--- src/hdl/fpes_pkg.sv ---
// Shared types and constants for the flash program and erase sequencer
`timescale 1ns / 1ps

package fpes_pkg;

  // width of the linear flash byte address
  localparam int ROM_ADDRESS_BITS = 19;

  // request modes
  localparam logic [1:0] MODE_PROGRAM = 2'd0;
  localparam logic [1:0] MODE_ERASE   = 2'd1;
  localparam logic [1:0] MODE_STATUS  = 2'd2;

  // bus operation kinds
  localparam logic [1:0] OP_BANK  = 2'd0;
  localparam logic [1:0] OP_WRITE = 2'd1;
  localparam logic [1:0] OP_READ  = 2'd2;
  localparam logic [1:0] OP_DONE  = 2'd3;

  // bus addresses and command bytes
  localparam logic [15:0] ADDR_BANK_REG = 16'h2100;
  localparam logic [15:0] ADDR_UNLOCK_1 = 16'h5555;
  localparam logic [15:0] ADDR_UNLOCK_2 = 16'h2AAA;
  localparam logic [7:0]  CMD_UNLOCK_1  = 8'hAA;
  localparam logic [7:0]  CMD_UNLOCK_2  = 8'h55;
  localparam logic [7:0]  CMD_PROGRAM   = 8'hA0;
  localparam logic [7:0]  CMD_ERASE     = 8'h80;
  localparam logic [7:0]  CMD_CHIP      = 8'h10;
  localparam logic [7:0]  CMD_BANK_ONE  = 8'h01;

  // status bits
  localparam int DQ7 = 7;
  localparam int DQ5 = 5;

  // algorithm register values
  localparam logic ALG_COMMAND    = 1'b0;
  localparam logic ALG_DATA_VALID = 1'b1;

  typedef struct packed {
    logic [1:0]                  mode;
    logic [ROM_ADDRESS_BITS-1:0] rom_address;
    logic [7:0]                  write_byte;
    logic [7:0]                  status_byte;
  } in_t;

  typedef struct packed {
    logic [1:0]  op_kind;
    logic [15:0] bus_address;
    logic [7:0]  bus_data;
    logic        passed;
    logic        last;
  } out_t;

endpackage

--- src/hdl/flash_program_erase_sequencer.sv ---
// Flash program and erase sequencer: request decode, burst emitter and status judgement
`timescale 1ns / 1ps

//  channel | direction | handshake              | payload
//  in      | input     | in_valid / in_ready    | fpes_pkg::in_t  (mode, address, bytes)
//  out     | output    | out_valid / out_ready  | fpes_pkg::out_t (one bus operation)
//  cfg     | input     | cfg_valid / cfg_ready  | algorithm_select, 1 bit
//
//  A program or erase request is decoded in the cycle it is accepted and held in a
//  burst register; the emitter then loads one bus operation per cycle into the output
//  register unless it is stalled: seven for a program (three in data-valid mode) or
//  an erase, one for a status. The next request is taken in the cycle the final
//  operation of a burst is loaded; requests that cause no operation load no burst.
//  Reset is synchronous and leaves the sequencer idle; a stall holds burst and input.
module flash_program_erase_sequencer (
  input  logic           clk,
  input  logic           rst,
  input  logic           in_valid,
  output logic           in_ready,
  input  fpes_pkg::in_t  in_data,
  output logic           out_valid,
  input  logic           out_ready,
  output fpes_pkg::out_t out_data,
  input  logic           cfg_valid,
  output logic           cfg_ready,
  input  logic           cfg_data
);
  import fpes_pkg::*;

  typedef enum logic [3:0] {
    PH_IDLE    = 4'b0001,
    PH_PROG    = 4'b0010,
    PH_RECHECK = 4'b0100,
    PH_ERASE   = 4'b1000
  } phase_t;

  typedef enum logic [2:0] {
    JOB_PROG   = 3'b001,
    JOB_ERASE  = 3'b010,
    JOB_SINGLE = 3'b100
  } job_kind_t;

  localparam logic [2:0] STEP_FIRST  = 3'd0;
  localparam logic [2:0] STEP_TARGET = 3'd4;
  localparam logic [2:0] STEP_FINAL  = 3'd6;

  // sequencer state
  phase_t      phase, phase_next;
  logic [7:0]  expected_byte, expected_next;
  logic [15:0] poll_address, poll_next;
  logic        algorithm_select;

  // burst register
  logic        job_valid;
  job_kind_t   job_kind;
  logic [2:0]  job_step;
  logic [15:0] job_addr;
  logic [7:0]  job_bank;
  logic [7:0]  job_data;
  logic [1:0]  job_op;
  logic        job_pass;
  logic        job_end;

  // decode of the incoming request
  logic        dec_valid;
  job_kind_t   dec_kind;
  logic [2:0]  dec_step;
  logic [15:0] dec_addr;
  logic [7:0]  dec_bank;
  logic [1:0]  dec_op;
  logic        dec_pass;

  logic [ROM_ADDRESS_BITS-1:0] addr_masked;
  logic [ROM_ADDRESS_BITS+7:0] addr_wide;
  logic [15:0]                 target_addr;
  logic [7:0]                  target_bank;

  logic  accept;
  logic  load;
  out_t  emit;

  // configuration port is always open
  assign cfg_ready = 1'b1;

  always_ff @(posedge clk) begin
    if (rst) begin
      algorithm_select <= ALG_COMMAND;
    end else if (cfg_valid && cfg_ready) begin
      algorithm_select <= cfg_data;
    end
  end

  // handshake
  assign job_end  = (job_kind == JOB_SINGLE) || (job_step == STEP_FINAL);
  assign load     = job_valid && (!out_valid || out_ready);
  assign in_ready = !job_valid || (load && job_end);
  assign accept   = in_valid && in_ready;

  // address mapping onto bank register and bus window
  assign addr_masked = in_data.rom_address;
  assign addr_wide   = {8'd0, addr_masked};
  assign target_bank = addr_wide[21:14];
  assign target_addr = {1'b0, |addr_masked[ROM_ADDRESS_BITS-1:14], addr_masked[13:0]};

  // request decode and status judgement
  always_comb begin
    dec_valid     = 1'b0;
    dec_kind      = JOB_SINGLE;
    dec_step      = STEP_FIRST;
    dec_addr      = poll_address;
    dec_bank      = target_bank;
    dec_op        = OP_DONE;
    dec_pass      = 1'b0;
    phase_next    = phase;
    expected_next = expected_byte;
    poll_next     = poll_address;
    case (in_data.mode)
      MODE_PROGRAM: begin
        if (phase == PH_IDLE) begin
          dec_valid     = 1'b1;
          dec_kind      = JOB_PROG;
          dec_step      = (algorithm_select == ALG_COMMAND) ? STEP_FIRST : STEP_TARGET;
          dec_addr      = target_addr;
          poll_next     = target_addr;
          expected_next = in_data.write_byte;
          phase_next    = PH_PROG;
        end
      end
      MODE_ERASE: begin
        if (phase == PH_IDLE) begin
          dec_valid  = 1'b1;
          dec_kind   = JOB_ERASE;
          dec_addr   = 16'd0;
          poll_next  = 16'd0;
          phase_next = PH_ERASE;
        end
      end
      MODE_STATUS: begin
        case (phase)
          PH_PROG: begin
            dec_valid = 1'b1;
            if (in_data.status_byte == expected_byte) begin
              dec_op     = OP_DONE;
              dec_pass   = 1'b1;
              phase_next = PH_IDLE;
            end else begin
              dec_op = OP_READ;
              if (algorithm_select == ALG_COMMAND && in_data.status_byte[DQ5]) begin
                phase_next = PH_RECHECK;
              end
            end
          end
          PH_RECHECK: begin
            dec_valid  = 1'b1;
            dec_op     = OP_DONE;
            dec_pass   = (in_data.status_byte == expected_byte);
            phase_next = PH_IDLE;
          end
          PH_ERASE: begin
            dec_valid = 1'b1;
            if (!in_data.status_byte[DQ7] && !in_data.status_byte[DQ5]) begin
              dec_op = OP_READ;
            end else begin
              dec_op     = OP_DONE;
              dec_pass   = in_data.status_byte[DQ7] && in_data.status_byte[DQ5];
              phase_next = PH_IDLE;
            end
          end
          default: begin
            dec_valid = 1'b0;
          end
        endcase
      end
      default: begin
        dec_valid = 1'b0;
      end
    endcase
  end

  // sequencer state update on each accepted request
  always_ff @(posedge clk) begin
    if (rst) begin
      phase         <= PH_IDLE;
      expected_byte <= 8'd0;
      poll_address  <= 16'd0;
    end else if (accept) begin
      phase         <= phase_next;
      expected_byte <= expected_next;
      poll_address  <= poll_next;
    end
  end

  // burst register
  always_ff @(posedge clk) begin
    if (rst) begin
      job_valid <= 1'b0;
    end else if (accept && dec_valid) begin
      job_valid <= 1'b1;
    end else if (load && job_end) begin
      job_valid <= 1'b0;
    end
  end

  always_ff @(posedge clk) begin
    if (accept && dec_valid) begin
      job_kind <= dec_kind;
      job_step <= dec_step;
      job_addr <= dec_addr;
      job_bank <= dec_bank;
      job_data <= in_data.write_byte;
      job_op   <= dec_op;
      job_pass <= dec_pass;
    end else if (load) begin
      job_step <= job_step + 3'd1;
    end
  end

  // bus operation for the current burst step
  always_comb begin
    emit             = '0;
    emit.last        = job_end;
    case (job_kind)
      JOB_PROG: begin
        case (job_step)
          3'd0: begin
            emit.op_kind     = OP_BANK;
            emit.bus_address = ADDR_BANK_REG;
            emit.bus_data    = CMD_BANK_ONE;
          end
          3'd1: begin
            emit.op_kind     = OP_WRITE;
            emit.bus_address = ADDR_UNLOCK_1;
            emit.bus_data    = CMD_UNLOCK_1;
          end
          3'd2: begin
            emit.op_kind     = OP_WRITE;
            emit.bus_address = ADDR_UNLOCK_2;
            emit.bus_data    = CMD_UNLOCK_2;
          end
          3'd3: begin
            emit.op_kind     = OP_WRITE;
            emit.bus_address = ADDR_UNLOCK_1;
            emit.bus_data    = CMD_PROGRAM;
          end
          3'd4: begin
            emit.op_kind     = OP_BANK;
            emit.bus_address = ADDR_BANK_REG;
            emit.bus_data    = job_bank;
          end
          3'd5: begin
            emit.op_kind     = OP_WRITE;
            emit.bus_address = job_addr;
            emit.bus_data    = job_data;
          end
          default: begin
            emit.op_kind     = OP_READ;
            emit.bus_address = job_addr;
          end
        endcase
      end
      JOB_ERASE: begin
        case (job_step)
          3'd0, 3'd3: begin
            emit.op_kind     = OP_WRITE;
            emit.bus_address = ADDR_UNLOCK_1;
            emit.bus_data    = CMD_UNLOCK_1;
          end
          3'd1, 3'd4: begin
            emit.op_kind     = OP_WRITE;
            emit.bus_address = ADDR_UNLOCK_2;
            emit.bus_data    = CMD_UNLOCK_2;
          end
          3'd2: begin
            emit.op_kind     = OP_WRITE;
            emit.bus_address = ADDR_UNLOCK_1;
            emit.bus_data    = CMD_ERASE;
          end
          3'd5: begin
            emit.op_kind     = OP_WRITE;
            emit.bus_address = ADDR_UNLOCK_1;
            emit.bus_data    = CMD_CHIP;
          end
          default: begin
            emit.op_kind     = OP_READ;
            emit.bus_address = job_addr;
          end
        endcase
      end
      default: begin
        emit.op_kind     = job_op;
        emit.bus_address = (job_op == OP_READ) ? job_addr : 16'd0;
        emit.passed      = job_pass;
      end
    endcase
  end

  // output register
  always_ff @(posedge clk) begin
    if (rst) begin
      out_valid <= 1'b0;
    end else if (load) begin
      out_valid <= 1'b1;
    end else if (out_ready) begin
      out_valid <= 1'b0;
    end
  end

  always_ff @(posedge clk) begin
    if (load) begin
      out_data <= emit;
    end
  end

`ifndef SYNTHESIS
  // no new request while a burst still has operations to send
  assert property (@(posedge clk) disable iff (rst)
    (job_valid && !job_end) |-> !in_ready)
    else $error("request taken in the middle of a burst");

  // a finished report always closes its request
  assert property (@(posedge clk) disable iff (rst)
    (out_valid && out_data.op_kind == OP_DONE) |-> out_data.last)
    else $error("finished report without last");

  // pass flag only on a finished report
  assert property (@(posedge clk) disable iff (rst)
    (out_valid && out_data.passed) |-> (out_data.op_kind == OP_DONE))
    else $error("pass flag on a bus operation");

  // a program or erase burst is only started from idle
  assert property (@(posedge clk) disable iff (rst)
    (accept && dec_valid && dec_kind != JOB_SINGLE) |-> (phase == PH_IDLE))
    else $error("command burst started while polling");
`endif

endmodule

--- config.mk ---
export PLATFORM = sky130hd
export DESIGN_NAME = flash_program_erase_sequencer
export DESIGN_NICKNAME = d
export VERILOG_FILES = /design/src/hdl/fpes_pkg.sv /design/src/hdl/flash_program_erase_sequencer.sv
export SDC_FILE = /design/constraint.sdc
export NUM_CORES = 1
export LEC_CHECK = 0
export ABC_CLOCK_PERIOD_IN_PS = 3200
export BUFFER_PORTS_ARGS = -buffer_cell sky130_fd_sc_hd__buf_2
export CAP_MARGIN = 25
export CORE_ASPECT_RATIO = 0.5
export CORE_MARGIN = 1.5
export CORE_UTILIZATION = 51
export DETAILED_ROUTE_END_ITERATION = 6
export HOLD_SLACK_MARGIN = 0.08
export PLACE_DENSITY = 0.8
export SYNTH_ARGS = -nofsm -noshare
export SYNTH_HDL_FRONTEND = slang
export SYNTH_SLANG_ARGS = --single-unit
--- constraint.sdc ---
create_clock -name clk -period 3.2 [get_ports clk]
set_input_delay 0.16 -clock clk [delete_from_list [all_inputs] [get_ports clk]]
set_output_delay 0.16 -clock clk [all_outputs]
set_load 0.01 [all_outputs]
-- Yosys cells after proc, flatten, opt, wreduce, memory -nomap -nowiden
Index checks and enable logic that the tools add are counted.
- reduce and logical (&&, ||, !) cells: 31
- mux-type cells: 38
- eq/ne operators: 22
- $add $sub $neg: 1
- bitwise operators: 1
- operators with widths (operator ; number):
    $pmux 18 s2 ; 2
    $pmux 18 s4 ; 1
    $mux 16 ; 3
    $pmux 8 s6 ; 1
    $pmux 16 s2 ; 1
    $pmux 8 s4 ; 1
    $pmux 4 s3 ; 2
    $mux 3 ; 7
    $mux 4 ; 5
    $pmux 8 s2 ; 1
    $eq 3x3->1 const B ; 4
    $reduce_or 2->1 ; 6
    $mux 1 ; 10
    $eq 3x2->1 const B ; 3
    $eq 8x8->1 ; 1
    $logic_and 1x1->1 ; 7
    $reduce_and 7->1 ; 1
    $eq 3x1->1 const B ; 2
    $pmux 3 s2 ; 1
    $reduce_bool 2->1 ; 3
    $reduce_or 5->1 ; 1
    $eq 2x2->1 const B ; 2
    $eq 4x1->1 const B ; 1
    $eq 4x2->1 const B ; 1
    other kinds (19) ; 26
- bits of input ports: 43
- logic and storage cells: 111
- output and inout bits: 31
- register bits: 97

-- Depth between registers and ports, before layout
- word-level depth: 8
- depth in mapped cells: 9
- mapped depth without buffers: 7

-- Least setup slack after synthesis
Ideal clock, no wire load.
- kind: flip-flop to flip-flop
- start point: reg job_step[0]
- end point: reg job_step[0], enable pin
- setup time: 0.299 ns
- data arrival time: 2.958 ns
- data required time: 2.901 ns
- stages on the path, launching flop included: 8
- buffers on the path: 1
- setup slack: -0.058 ns
- clock period less this slack: 3.258 ns
- path through: edfxtp_1 -> inv_1 -> ha_1 -> a21boi_0 -> a221oi_4 -> and2_1 -> clkbuf_1 -> or2_2
- word-level cells in the longest chain between the ends: 7
- RTL lines (item ; line ; RTL):
    start, declared ; flash_program_erase_sequencer.sv:56 ; logic [2:0] job_step;
    start signal, assigned ; flash_program_erase_sequencer.sv:207 ; job_step <= dec_step;
    start signal, assigned ; flash_program_erase_sequencer.sv:214 ; job_step <= job_step + 3'd1;
    $eq 3x3->1 ; flash_program_erase_sequencer.sv:94 ; assign job_end = (job_kind == JOB_SINGLE) || (job_step == STEP_FINAL);
    $logic_or 1x1->1 ; flash_program_erase_sequencer.sv:94 ;
    $logic_and 1x1->1 ; flash_program_erase_sequencer.sv:96 ; assign in_ready = !job_valid || (load && job_end);
    $logic_or 1x1->1 ; flash_program_erase_sequencer.sv:96 ;
    $logic_and 1x1->1 ; flash_program_erase_sequencer.sv:97 ; assign accept = in_valid && in_ready;
    $logic_and 1x1->1 ; flash_program_erase_sequencer.sv:205 ; if (accept && dec_valid) begin
    $reduce_bool 2->1 (no line) ; n/a ;
Every way passes these cells.
A chain may end at the register's enable or synchronous reset.

-- Worst setup path after layout
- start point: reg phase[0]
- end point: reg job_addr[11], enable pin
- word-level cells in the longest chain between the ends: 5
- elaborated cells on any way between the ends: 9
- classes of those cells: eq/ne (4); mux (3); reduce/logical (2)
- RTL lines (item ; line ; RTL):
    start, declared ; flash_program_erase_sequencer.sv:48 ; phase_t phase, phase_next;
    start signal, assigned ; flash_program_erase_sequencer.sv:187 ; phase <= phase_next;
    $eq 4x4->1 (tied with other cells) ; flash_program_erase_sequencer.sv:139 ; case (phase)
    $reduce_or 3->1 (no line) ; n/a ;
    $mux 1 ; flash_program_erase_sequencer.sv:139 ;
    $pmux 1 s2 * ; flash_program_erase_sequencer.sv:117 ; case (in_data.mode)
    $logic_and 1x1->1 * ; flash_program_erase_sequencer.sv:205 ;
    end signal, assigned ; flash_program_erase_sequencer.sv:208 ; job_addr <= dec_addr;
    end, declared ; flash_program_erase_sequencer.sv:57 ; logic [15:0] job_addr;
Every way passes the cells marked *; elsewhere a longest branch is shown, timed or not.

==> metrics.md <==
| Metric | Value |
|---|---|
| Largest net degree at the start of global routing | `35` |
| Root Buffer | `clkbuf_16` |
| R2R depth | `6` |
| Syn Inst Count | `381` |
| Average size of a mapped cell | `11.6 µm²` |
| Final Instance Area | `5340 µm²` |
| Reg2Reg Launch Point | `phase[0]` |
| Post-synth top area cell | `edfxtp_1` |
| Multi-input logic area | `1730 µm²` |
| Grt total ovfl | `0` |
| H-tree depth | `3` |
| Initial antenna violation count | `0` |
| Share of post-route cells with drive strength above 1 | `0.226` |
| Final Hold Fails | `0` |
| Simple-gate area share of the yosys netlist | `0.138` |
| CP arrival | `2.66 ns` |
| Placement Rows | `23` |
| GPL Wtd Cong | `0.872` |
| Core area | `8200 µm²` |
| Diode count | `0` |
| Synth cell types | `57` |
| Post-synthesis compound-gate area fraction | `0.146` |
| Setup Total Neg Slack | `0 ns` |
| Post-Synth Adder-Cell Area | `0.0254` |
| Worst Path Required | `3.23 ns` |
| FF+latch count, synth | `96` |
| Avg WL per Cell | `15.8 µm` |
| Fill cells | `612` |
| Crit path capture type | `register` |
| Hold Path End | `job_valid` |
| Worst-path clk slew | `0.06 ns` |
| Synth Net Count | `433` |
| Number of max-capacitance violations reported | `0` |
| Post-Syn Area | `4430 µm²` |
| DRC | `0` |
| DRT antenna net count | `0` |
| Post-Synth XOR/XNOR Area | `0.0217` |
| Post-placement cell area | `4900 µm²` |
| Ys Warns | `0` |
| DRT Pass-1 Iters | `7` |
| DR iter-0 viols | `263` |
| RSZ-0062 raised after global routing | `no` |
| Later-pin clock latency in the skew report | `0.34 ns` |
| Post-synthesis mux area share | `0.0576` |
| Hold wc startpoint | `in_valid` |
| Vias/cell | `5.35` |
| Via count | `3114` |
| EDFF count, synth | `65` |
| Hold Path Depth | `3` |
| Clk sinks | `96` |
| Sequential cell area fraction in the yosys report | `0.580` |
| Synth area leaders | `edfxtp_1 44%, dfxtp_1 14%, mux2i_1 5.4%` |
| Post-Route WL | `9.21 mm` |
| CTS hold repair buffers | `15` |
| Fmax | `380 MHz` |
| VDD IR max | `303 µV` |
| Setup CP Type | `reg -> reg` |
| Rel. slew slack | `0.516` |
| Number of global-route vias before repair | `2833` |
| Final Max Tran Viols | `0` |
| First-pass GRT wire length | `14.6 mm` |
| GRT Total Usage | `0.213` |
| Power consumption | `2.81 mW` |
| Setup bufs post-CTS | `0` |
| Critical-path maximum fanout | `19` |
| Ys flop type | `edfxtp_1` |
| Full die area | `9290 µm²` |
| TritonCTS Buffers | `9` |
| Critical R2R Capture | `job_addr[11]` |
| Worst hold path type | `in -> reg` |
| Static leakage | `2.18 nW` |
| Sequential cell area | `2570 µm²` |
| Initial Util | `0.540` |
| Setup crit start kind | `register` |
| Final setup viols | `0` |
| Final HPWL DP | `6.53 mm` |
| P&R area growth vs syn | `20.4%` |
| Register-to-Register Setup Slack | `0.57 ns` |
| Ys async rst share | `0` |
| Final worst path period share | `0.822` |
| Post_cts resized | `0` |
| Largest family of logic cells by synthesized area | `compound AO/OA/AOI/OAI gates` |
| Clock Skew | `0.00530 ns` |
| Pwr dens | `526 nW/µm²` |
| Longest Clk Path Bufs | `2` |
| Die span in x | `135 µm` |
| PortBufs | `72` |
| Die height | `68.9 µm` |
| Status | `finished, final reports clean` |
| Worst-Margin Slew | `0.724 ns` |
| Layout Nets | `517` |
| CTS tree | `done` |
| Crit path time final | `2.63 ns` |
| I/O Pins | `74` |
| Area share of the largest cell type after synthesis | `0.440` |
worst max-delay path by stage:
stage,startpoint,end,slack [ns],depth (start not counted)
after floorplan,job_step[0],job_step[0],0.52,7
after global placement,job_step[1],out_data[17],0.68,7
after detailed placement,phase[2],job_addr[12],0.59,6
after CTS,phase[1],job_data[7],0.58,6
after global routing,phase[0],job_addr[11],0.33,6
final,phase[0],job_addr[11],0.57,6
cell families after synthesis:
family | count (synthesis)
AO/OA/AOI/OAI | 87
XOR/XNOR | 11
adder cells (fa/ha/maj) | 9
buffers and inverters | 32
flip-flops | 96
multiplexers | 25
other | 1
AND/OR/NAND/NOR | 120
worst max-delay path: stages, from the launching register on:
cell     delay [ns]
dfxtp_1        0.44
nor4b_2        0.45
o21ai_1        0.14
buf_4          0.23
o22ai_1        0.23
and2_1         0.49
buf_4          0.34
cell type report:
class | count | area share
clock buffers | 11 | 0.0474
clock inverters | 5 | 0.00586
inverters | 9 | 0.00633
multi-input cells | 253 | 0.324
flip-flops and latches | 96 | 0.482
well taps | 112 | 0.0263
repair buffers | 96 | 0.108
per-layer routing:
layer | GRT usage | up-vias | wire, µm
li1 | - | 1548 | -
met1 | 0.301 | 1454 | 4610
met2 | 0.317 | 100 | 3790
met3 | 0.0599 | 12 | 687
met4 | 0.0793 | 0 | 127
met5 | 0 | - | 0
report_power, final:
group | switching (mW) | internal (mW)
clock network | 0.432 | 0.565
registers | 0.0372 | 1.40
logic | 0.210 | 0.161
synthesized netlist by cell type (2+ instances only):
library cell / count
a21oi_1: 12
o31ai_1: 5
or3b_2: 2
dfxtp_1: 31
a221oi_1: 2
xor2_1: 10
a21boi_0: 4
nor3b_1: 2
a22o_1: 14
o22a_1: 2
ha_1: 9
mux2i_1: 24
nor2b_1: 6
a32oi_1: 2
inv_1: 9
nor2_1: 41
o21ai_0: 22
clkbuf_1: 16
a21o_1: 11
edfxtp_1: 65
buf_2: 5
nand2_1: 28
and3b_1: 2
nand2b_1: 13
nor4_1: 2
and2_1: 11
stage by stage:
stage	setup WS [ns]	hold WS [ns]	instances	util
2_1_floorplan	0.521	0.259	381	-
3_3_place_gp	0.679	0.349	551	0.598
3_5_place_dp	0.594	0.352	551	0.598
4_1_cts	0.583	0.0933	582	0.651
5_1_grt	0.333	0.107	582	0.651
6_report	0.569	0.101	582	0.651
placed cells by master, fill, tap and decap left out, types with 10 or more instances in the layout:
cell type / instances
nand2b_1: 13
edfxtp_1: 65
nor2_1: 41
o21ai_0: 22
buf_2: 72
and2_1: 11
dlygate4sd3_1: 15
xor2_1: 10
mux2i_1: 24
a22o_1: 14
dfxtp_1: 31
nand2_1: 28
a21oi_1: 12
a21o_1: 11
registers in the layout, indices dropped and copies added (netlist names):
signal	cells
job_pass	1
job_data	8
job_addr	16
phase	4
job_valid	1
job_bank	5
poll_address	16
expected_byte	8
job_op	1
job_step	3
job_kind	3
algorithm_select	1
out_data	28
out_valid	1
Power figures use the tool's default switching activity.
